File: config.mk
export PLATFORM = sky130hd
export DESIGN_NAME = miller_rabin_prime_test_64
export DESIGN_NICKNAME = d
export VERILOG_FILES = /design/src/hw/rtl/mrpt_pkg.sv /design/src/hw/rtl/mrpt_modunit.sv /design/src/hw/rtl/miller_rabin_prime_test_64.sv
export SDC_FILE = /design/constraint.sdc
export NUM_CORES = 2
export LEC_CHECK = 0
export ABC_AREA = 0
export BUFFER_PORTS_ARGS = -buffer_cell sky130_fd_sc_hd__buf_4
export CORE_ASPECT_RATIO = 0.5
export CORE_MARGIN = 2
export CORE_UTILIZATION = 45
export DETAILED_ROUTE_END_ITERATION = 8
export PLACE_DENSITY = 0.62
export SLEW_MARGIN = 40
export SYNTH_ARGS = -nofsm -noshare
export SYNTH_HDL_FRONTEND = slang
export SYNTH_SLANG_ARGS = --single-unit
File: constraint.sdc
create_clock -name clk -period 14.1 [get_ports clk]
set_clock_uncertainty 0.1 [all_clocks]
set_input_delay 0 -clock clk [delete_from_list [all_inputs] [get_ports clk]]
set_output_delay 0 -clock clk [all_outputs]
set_load 0.01 [all_outputs]
File: src/hw/rtl/mrpt_pkg.sv
package mrpt_pkg;

  localparam int WitnessTableSize = 12;
  localparam int SmallOddLimit    = 9;

  // Fixed witnesses, in test order.
  function automatic logic [5:0] witness_at(input logic [3:0] idx);
    logic [5:0] w;
    unique case (idx)
      4'd0:    w = 6'd2;
      4'd1:    w = 6'd3;
      4'd2:    w = 6'd5;
      4'd3:    w = 6'd7;
      4'd4:    w = 6'd11;
      4'd5:    w = 6'd13;
      4'd6:    w = 6'd17;
      4'd7:    w = 6'd19;
      4'd8:    w = 6'd23;
      4'd9:    w = 6'd29;
      4'd10:   w = 6'd31;
      4'd11:   w = 6'd37;
      default: w = 6'd2;
    endcase
    return w;
  endfunction

  // Request to the shared modular unit.
  typedef enum logic [1:0] {
    OP_MUL = 2'd0,
    OP_RED = 2'd1
  } mrpt_op_t;

endpackage

File: src/hw/rtl/mrpt_modunit.sv
module mrpt_modunit #(
  parameter int WORD_BITS = 64
) (
  input  logic                           clk,
  input  logic                           rst,
  input  logic                           start,
  input  mrpt_pkg::mrpt_op_t             op,
  input  logic [WORD_BITS-1:0]           x,
  input  logic [WORD_BITS-1:0]           y,
  input  logic [WORD_BITS-1:0]           m,
  output logic                           done,
  output logic [WORD_BITS-1:0]           result
);
  import mrpt_pkg::*;

  localparam int CntW = $clog2(WORD_BITS + 1);

  // OP_MUL: acc = x*y mod m, scanning y from the top bit.
  // OP_RED: acc = y mod m, shifting y in one bit a step (x is ignored).
  logic                 busy;
  mrpt_op_t             op_q;
  logic [WORD_BITS-1:0] acc, xq, yq, mq;
  logic [CntW-1:0]      cnt;
  logic [WORD_BITS:0]   dbl, dbl_red, sum, sum_red;
  logic [WORD_BITS-1:0] step1, step2;

  always_comb begin
    // Doubling (with a shifted-in bit for reduction), then reduce once.
    dbl     = {acc, (op_q == OP_RED) ? yq[WORD_BITS-1] : 1'b0};
    dbl_red = (dbl >= {1'b0, mq}) ? dbl - {1'b0, mq} : dbl;
    step1   = dbl_red[WORD_BITS-1:0];
    sum     = {1'b0, step1} + {1'b0, xq};
    sum_red = (sum >= {1'b0, mq}) ? sum - {1'b0, mq} : sum;
    step2   = (op_q == OP_MUL && yq[WORD_BITS-1]) ? sum_red[WORD_BITS-1:0] : step1;
  end

  always_ff @(posedge clk) begin
    if (rst) begin
      busy <= 1'b0;
      done <= 1'b0;
    end else begin
      done <= 1'b0;
      if (start && !busy) begin
        busy <= 1'b1;
        cnt  <= CntW'(WORD_BITS);
        acc  <= '0;
        xq   <= x;
        yq   <= y;
        mq   <= m;
        op_q <= op;
      end else if (busy) begin
        acc <= step2;
        yq  <= yq << 1;
        cnt <= cnt - 1'b1;
        if (cnt == CntW'(1)) begin
          busy <= 1'b0;
          done <= 1'b1;
        end
      end
    end
  end

  assign result = acc;

  property p_done_after_busy;
    @(posedge clk) disable iff (rst) done |-> $past(busy);
  endproperty
  a_done_after_busy: assert property (p_done_after_busy) else $error("done without work");

  property p_result_reduced;
    @(posedge clk) disable iff (rst) done |-> (result < mq);
  endproperty
  a_result_reduced: assert property (p_result_reduced) else $error("result not reduced");

  property p_no_start_busy;
    @(posedge clk) disable iff (rst) (busy && cnt != CntW'(1)) |=> busy;
  endproperty
  a_no_start_busy: assert property (p_no_start_busy) else $error("unit stopped early");

endmodule

File: src/hw/rtl/miller_rabin_prime_test_64.sv
// Tests one unsigned word for primality with a deterministic Miller-Rabin
// test over the witnesses 2 to 37, and returns one flag word per candidate.
// One candidate is worked at a time; stall on the input stays high until its
// flag is taken. All arithmetic runs through one bit-serial modular unit.
// Small or even numbers are settled in S_CHECK without the unit; others run
// up to WITNESS_COUNT witness rounds, each a modular exponentiation.
module miller_rabin_prime_test_64 #(
  parameter int WORD_BITS     = 64,
  parameter int WITNESS_COUNT = 12
) (
  input  logic                 clk,
  input  logic                 rst,
  input  logic                 in_valid,
  output logic                 in_stall,
  input  logic [63:0]          candidate,
  output logic                 out_valid,
  input  logic                 out_stall,
  output logic                 prime_flag
);
  import mrpt_pkg::*;

  localparam int WCount = (WITNESS_COUNT > WitnessTableSize) ? WitnessTableSize
                                                             : WITNESS_COUNT;
  localparam int RW     = $clog2(WORD_BITS + 1);

  typedef enum logic [10:0] {
    S_IDLE   = 11'b00000000001,
    S_CHECK  = 11'b00000000010,
    S_RED    = 11'b00000000100,
    S_WSTART = 11'b00000001000,
    S_PMUL   = 11'b00000010000,
    S_PSQR   = 11'b00000100000,
    S_PNEXT  = 11'b00001000000,
    S_TEST   = 11'b00010000000,
    S_SQR    = 11'b00100000000,
    S_WEND   = 11'b01000000000,
    S_OUT    = 11'b10000000000
  } state_t;

  state_t               state, state_next;
  logic [WORD_BITS-1:0] n, nm1, d, e, base, acc;
  logic [RW-1:0]        r, sq;
  logic [3:0]           widx;
  logic                 flag;
  logic                 unit_start, unit_done;
  mrpt_op_t             unit_op;
  logic [WORD_BITS-1:0] unit_x, unit_y, unit_res;
  logic [WORD_BITS-1:0] wval;
  logic                 issued;
  logic [WORD_BITS-1:0] n_in;

  assign wval = WORD_BITS'(witness_at(widx));

  mrpt_modunit #(.WORD_BITS(WORD_BITS)) u_mod (
    .clk    (clk),
    .rst    (rst),
    .start  (unit_start),
    .op     (unit_op),
    .x      (unit_x),
    .y      (unit_y),
    .m      (n),
    .done   (unit_done),
    .result (unit_res)
  );

  // Unit request per state; start is raised only while a calling state has not yet issued.
  always_comb begin
    unit_start = 1'b0;
    unit_op    = OP_MUL;
    unit_x     = acc;
    unit_y     = base;
    unique case (state)
      S_RED:   begin unit_start = !issued; unit_op = OP_RED; unit_y = wval; end
      S_PMUL:  begin unit_start = !issued; end
      S_PSQR:  begin unit_start = !issued; unit_x = base; end
      S_SQR:   begin unit_start = !issued; unit_y = acc; end
      default: ;
    endcase
  end

  assign in_stall   = (state != S_IDLE);
  assign out_valid  = (state == S_OUT);
  assign prime_flag = flag;

  // Sequencer. A calling state issues one request to the unit, then the issued
  // bit holds it waiting until the unit reports done.
  assign n_in = candidate[WORD_BITS-1:0];

  always_ff @(posedge clk) begin
    if (rst) begin
      state  <= S_IDLE;
      issued <= 1'b0;
    end else begin
      unique case (state)
        S_IDLE: if (in_valid) begin
          n     <= n_in;
          nm1   <= n_in - 1'b1;
          state <= S_CHECK;
        end
        S_CHECK: begin
          widx <= '0;
          // Odd part of n-1 found bitwise below, one shift a cycle.
          d    <= nm1;
          r    <= '0;
          if (n < WORD_BITS'(2)) begin flag <= 1'b0; state <= S_OUT; end
          else if (n == WORD_BITS'(2)) begin flag <= 1'b1; state <= S_OUT; end
          else if (!n[0]) begin flag <= 1'b0; state <= S_OUT; end
          else if (n < WORD_BITS'(SmallOddLimit)) begin flag <= 1'b1; state <= S_OUT; end
          else state <= S_WSTART;
        end
        S_WSTART: begin
          // Strip factors of two from n-1 first (done once, d reused).
          if (!d[0]) begin
            d <= d >> 1;
            r <= r + 1'b1;
          end else begin
            state <= S_RED;
          end
        end
        S_RED: begin
          if (!issued) issued <= 1'b1;
          else if (unit_done) begin
            issued <= 1'b0;
            if (unit_res == '0) begin
              // n divides the witness: passes only if n equals it.
              if (n == wval) begin flag <= 1'b1; state <= S_OUT; end
              else begin flag <= 1'b0; state <= S_OUT; end
            end else begin
              base  <= unit_res;
              acc   <= WORD_BITS'(1);
              e     <= d;
              state <= S_PNEXT;
            end
          end
        end
        S_PNEXT: begin
          if (e == '0) begin
            sq    <= RW'(1);
            state <= S_TEST;
          end else if (e[0]) state <= S_PMUL;
          else state <= S_PSQR;
        end
        S_PMUL: begin
          if (!issued) issued <= 1'b1;
          else if (unit_done) begin
            issued <= 1'b0;
            acc    <= unit_res;
            state  <= S_PSQR;
          end
        end
        S_PSQR: begin
          if (!issued) issued <= 1'b1;
          else if (unit_done) begin
            issued <= 1'b0;
            base   <= unit_res;
            e      <= e >> 1;
            state  <= S_PNEXT;
          end
        end
        S_TEST: begin
          if (acc == WORD_BITS'(1) || acc == nm1) state <= S_WEND;
          else if (sq < r) state <= S_SQR;
          else begin flag <= 1'b0; state <= S_OUT; end
        end
        S_SQR: begin
          if (!issued) issued <= 1'b1;
          else if (unit_done) begin
            issued <= 1'b0;
            sq     <= sq + 1'b1;
            if (unit_res == nm1) state <= S_WEND;
            else begin
              acc   <= unit_res;
              state <= (sq + 1'b1 < r) ? S_SQR : S_TEST;
              if (!(sq + 1'b1 < r)) acc <= WORD_BITS'(2);
            end
          end
        end
        S_WEND: begin
          if (widx == 4'(WCount - 1)) begin flag <= 1'b1; state <= S_OUT; end
          else begin widx <= widx + 1'b1; state <= S_RED; end
        end
        S_OUT: if (!out_stall) state <= S_IDLE;
        default: state <= S_IDLE;
      endcase
    end
  end

  // The acc==2 marker above falls into S_TEST only when squarings ran out;
  // 2 is neither 1 nor n-1 for n>=9 and sq>=r, so the round fails.

  property p_out_holds;
    @(posedge clk) disable iff (rst) (out_valid && out_stall) |=> out_valid && $stable(prime_flag);
  endproperty
  a_out_holds: assert property (p_out_holds) else $error("output word changed while stalled");

  property p_busy_stalls;
    @(posedge clk) disable iff (rst) (state != S_IDLE) |-> in_stall;
  endproperty
  a_busy_stalls: assert property (p_busy_stalls) else $error("input open while busy");

  property p_start_from_idle;
    @(posedge clk) disable iff (rst) (in_valid && !in_stall) |=> (state == S_CHECK);
  endproperty
  a_start_from_idle: assert property (p_start_from_idle) else $error("accepted word lost");

endmodule
==> Flow_metrics.wiki <==
{| class="wikitable"
! Metric !! Value
|-
| Post-Synthesis Cells || 4156
|-
| Syn avg cell area || 10.3 um2
|-
| Final slew viol count || 0
|-
| Power Density || 90.9 nW/um2
|-
| Final sum of negative setup slack || 0 ns
|-
| Routability congestion estimate || 1.02
|-
| Hpwl dp || 123000 um
|-
| Detailed-route wire length per cell || 29.3 um
|-
| Clock tree root driver cell || sky130_fd_sc_hd__clkbuf_16
|-
| Outcome || complete, no violations
|-
| Filler cell count || 8626
|-
| Number of warning messages in the yosys log || 0
|-
| Startpoint type of the worst setup path || flip-flop
|-
| Initial antenna violation count || 9
|-
| Cell Int Power || 3360 uW
|-
| Area Growth Syn to Fin || 12.3%
|-
| Share of the yosys chip area belonging to registers || 0.476
|-
| Max-Cap Viols || 0
|-
| Cells taking the most area after synthesis || sky130_fd_sc_hd__edfxtp_1 47%, sky130_fd_sc_hd__ha_1 6.2%, sky130_fd_sc_hd__xor2_1 4.9%, sky130_fd_sc_hd__mux2_2 4.6%, sky130_fd_sc_hd__nand2_1 3.5%
|-
| Logic depth of the worst register-to-register path || 35
|-
| Die area || 98000 um2
|-
| Number of flops mapped to enable cells by yosys || 667
|-
| Global-route wire length before repair || 233000 um
|-
| Area of the core || 94900 um2
|-
| Least-Margin Pin Slew || 0.956 ns
|-
| Setup repair after global routing missed its margin || false
|-
| Worst supply voltage drop on vdd || 75.2 uV
|-
| Quantity of gates resized following cts || 0
|-
| Comb pwr share || 0.033
|-
| Post-layout util || 0.508
|-
| Primary flip-flop cell chosen by synthesis mapping || sky130_fd_sc_hd__edfxtp_1
|-
| Top Family by Delay on Critical Path || compound AO/OA/AOI/OAI gates
|-
| Endpoint arrival time on the critical path || 12.86 ns
|-
| Worst slew slack as a fraction of its limit || 0.359
|-
| Share of power burned in registers || 0.524
|-
| Share of synthesized flip-flops with an asynchronous set or reset || 0
|-
| Area share of the leading cell type in the synthesized netlist || 0.467
|-
| Routed vias || 35897
|-
| CTS tree || yes
|-
| Post-CTS Repair Setup Buffers || 0
|-
| First DRT Iteration DRCs || 5079
|-
| Vias in the first global route || 33109
|-
| Depth of the CTS H-tree || 3
|-
| Classification of the worst setup path || flip-flop to flip-flop
|-
| Initial Util || 0.452
|-
| Final WL || 164000 um
|-
| Maximum cell stage delay along the critical path || 0.70 ns
|-
| Max stage delay cell, worst path || sky130_fd_sc_hd__nor4_1
|-
| Worst EP required || 14.50 ns
|-
| Sw power || 1020 uW
|-
| Count of nets left with antenna violations after detail routing || 0
|-
| Final min period || 12.46 ns
|-
| Total routing usage reported by global routing || 0.327
|-
| Upper clock frequency limit || 80.3 MHz
|-
| Final setup violation count || 0
|-
| Final Hold Violating Endpoints || 0
|-
| Gr ovfl total || 0
|-
| Power share of the clock group || 0.443
|-
| Number of I/O pins || 71
|-
| Insertion delay of the later-clocked pin in the worst-skew pair || 0.68 ns
|-
| Share of total power consumed by net switching || 0.233
|-
| Number of cells traversed by the worst hold path || 2
|-
| Die height || 222 um
|-
| Clock Sinks || 687
|-
| Leakage dissipation || 0.0179 uW
|-
| First-pass detailed-route iteration total || 6
|-
| Via density per instance || 6.43
|-
| Critical path endpoint category || flip-flop
|-
| Flip-flop and latch count after synthesis || 687
|-
| Site Rows || 80
|-
| Number of hold-repair buffers added at the cts stage || 99
|-
| Net total in the final layout || 4534
|-
| Maximum number of pins on one net before global-route repair || 86
|-
| Share of post-route cells with drive strength above 1 || 0.106
|-
| Remaining design rule violation count || 0
|-
| Maximum fanout along the worst path || 30
|-
| Path length in cells of the critical path || 35
|-
| Number of nets in the synthesized netlist || 4441
|-
| Die width || 441 um
|-
| Clock transition at the registers of the reported paths || 0.07 ns
|-
| Path class of the lowest-slack min-delay path || input pin to flip-flop
|-
| Quantity of I/O buffers inserted on ports || 70
|-
| Worst path bufs/invs || 4
|-
| Combined area of all synthesized cells || 42900 um2
|-
| Number of buffers added by the clock tree synthesis step || 69
|-
| Cell type with the largest total area after synthesis || sky130_fd_sc_hd__edfxtp_1
|-
| Number of distinct library cells after synthesis || 81
|-
| Fin crit share || 0.884
|-
| Clock buffer depth || 3
|}
## area by class of cell
cell class | count | area [um2] | share of cell area
Timing Repair Buffer | 209 | 1880 | 0.0390
Tap cell | 1271 | 1590 | 0.0330
Clock inverter | 40 | 414 | 0.00859
Antenna cell | 4 | 10.0 | 0.000208
Inverter | 138 | 518 | 0.0107
Clock buffer | 88 | 1890 | 0.0392
Sequential cell | 687 | 20400 | 0.424
Multi-Input combinational cell | 3144 | 21500 | 0.445
## synth_stat cells (11+ instances only)
cell type	number
sky130_fd_sc_hd__o21bai_1	52
sky130_fd_sc_hd__nand2_1	397
sky130_fd_sc_hd__o21a_1	33
sky130_fd_sc_hd__nor4_1	119
sky130_fd_sc_hd__nor2b_1	89
sky130_fd_sc_hd__buf_1	11
sky130_fd_sc_hd__mux2_2	175
sky130_fd_sc_hd__a21oi_1	281
sky130_fd_sc_hd__a31oi_1	20
sky130_fd_sc_hd__nand3_1	63
sky130_fd_sc_hd__o21ai_0	281
sky130_fd_sc_hd__mux2i_1	13
sky130_fd_sc_hd__nand2b_1	38
sky130_fd_sc_hd__nand4_1	63
sky130_fd_sc_hd__xnor2_1	141
sky130_fd_sc_hd__o211a_1	15
sky130_fd_sc_hd__a21boi_0	18
sky130_fd_sc_hd__a21o_1	101
sky130_fd_sc_hd__a211o_1	12
sky130_fd_sc_hd__inv_1	137
sky130_fd_sc_hd__o31ai_1	12
sky130_fd_sc_hd__a211oi_1	65
sky130_fd_sc_hd__and3_1	30
sky130_fd_sc_hd__or2_2	13
sky130_fd_sc_hd__a22oi_1	66
sky130_fd_sc_hd__nor3_1	111
sky130_fd_sc_hd__ha_1	214
sky130_fd_sc_hd__o211ai_1	21
sky130_fd_sc_hd__and2_1	29
sky130_fd_sc_hd__clkbuf_1	169
sky130_fd_sc_hd__nand3b_1	11
sky130_fd_sc_hd__nor2_1	269
sky130_fd_sc_hd__or3_1	15
sky130_fd_sc_hd__dfxtp_1	20
sky130_fd_sc_hd__xor2_1	242
sky130_fd_sc_hd__edfxtp_1	667
## layout by cell type (no fill, tap or decap), types with 137 or more instances in the layout
| master | Yosys | routed |
|---|---|---|
| sky130_fd_sc_hd__a21oi_1 | 281 | 278 |
| sky130_fd_sc_hd__edfxtp_1 | 667 | 667 |
| sky130_fd_sc_hd__ha_1 | 214 | 214 |
| sky130_fd_sc_hd__inv_1 | 137 | 137 |
| sky130_fd_sc_hd__mux2_2 | 175 | 175 |
| sky130_fd_sc_hd__nand2_1 | 397 | 397 |
| sky130_fd_sc_hd__nor2_1 | 269 | 264 |
| sky130_fd_sc_hd__o21ai_0 | 281 | 279 |
| sky130_fd_sc_hd__xnor2_1 | 141 | 141 |
| sky130_fd_sc_hd__xor2_1 | 242 | 242 |
## path summary, 6_finish.rpt
kind | start | end | slack (ns)
worst max-delay path | u_mod.result[6]$_SDFFCE_PP0P_ | u_mod.result[56]$_SDFFCE_PP0P_ | 1.64
worst min-delay path | candidate[51] | n[51]$_DFFE_PP_ | 0.04
worst max register to register | u_mod.result[6]$_SDFFCE_PP0P_ | u_mod.result[56]$_SDFFCE_PP0P_ | 1.64
worst min register to register | n[12]$_DFFE_PP_ | u_mod.mq[12]$_DFFE_PP_ | 0.37
## flip-flops by register name, summed over array words and instances, names as in the netlist, 64 cells and up
register / count
nm1: 64
u_mod.result: 64
n: 64
e: 64
u_mod.mq: 64
d: 64
acc: 64
base: 64
u_mod.yq: 64
u_mod.xq: 64
## cell families after synthesis
logic type               Yosys count  synth area share
AO/OA/AOI/OAI                   1061             0.156
adder cells (fa/ha/maj)          217            0.0638
AND/OR/NAND/NOR                 1295             0.148
XOR/XNOR                         383            0.0782
buffers and inverters            325            0.0286
multiplexers                     188            0.0489
flip-flops                       687             0.476
## stage by stage
step                worst slack, ns  hold slack (ns)  cells  total power, uW  instance area (um2)
detailed placement             2.01            0.104   5349             2450                44800
finish                         1.64           0.0352   5581             4380                48200
global placement               2.03            0.104   5348             2450                44700
floorplan                      2.76         -0.00113   4156             2380                42900
global route                   1.16           0.0128   5578             4460                48200
CTS                            1.96          0.00251   5576             4380                48100
## metal layers
layer  part of all wire  global-route usage  routed length, um  vias up
met2               0.38               0.421              62400     2260
met1               0.45               0.510              73300    17717
met4              0.020              0.0673               3300        2
met3               0.15               0.123              24600      218
li1                   -                   -                  -    15700
met5           0.000049                   0                  8        -
## power by group through the flow
stage | sequential [uW] | clock [uW] | combinational, uW
floorplan | 2320 | 0 | 60.8
global placement | 2340 | 0 | 117
global route | 2290 | 2020 | 155
finish | 2290 | 1940 | 146
detailed placement | 2330 | 0 | 118
CTS | 2290 | 1950 | 141
## worst reg2reg max path: cells and delay by family, from the launching register on
family / cells / cell delay [ns]
compound gates: 17 / 5.84
xor+xnor: 1 / 0.25
fa+ha+maj: 3 / 1.04
buf+inv: 4 / 0.87
flops: 1 / 0.56
mux: 2 / 0.75
simple gates: 8 / 2.90
(Power assumes the default switching activity.)
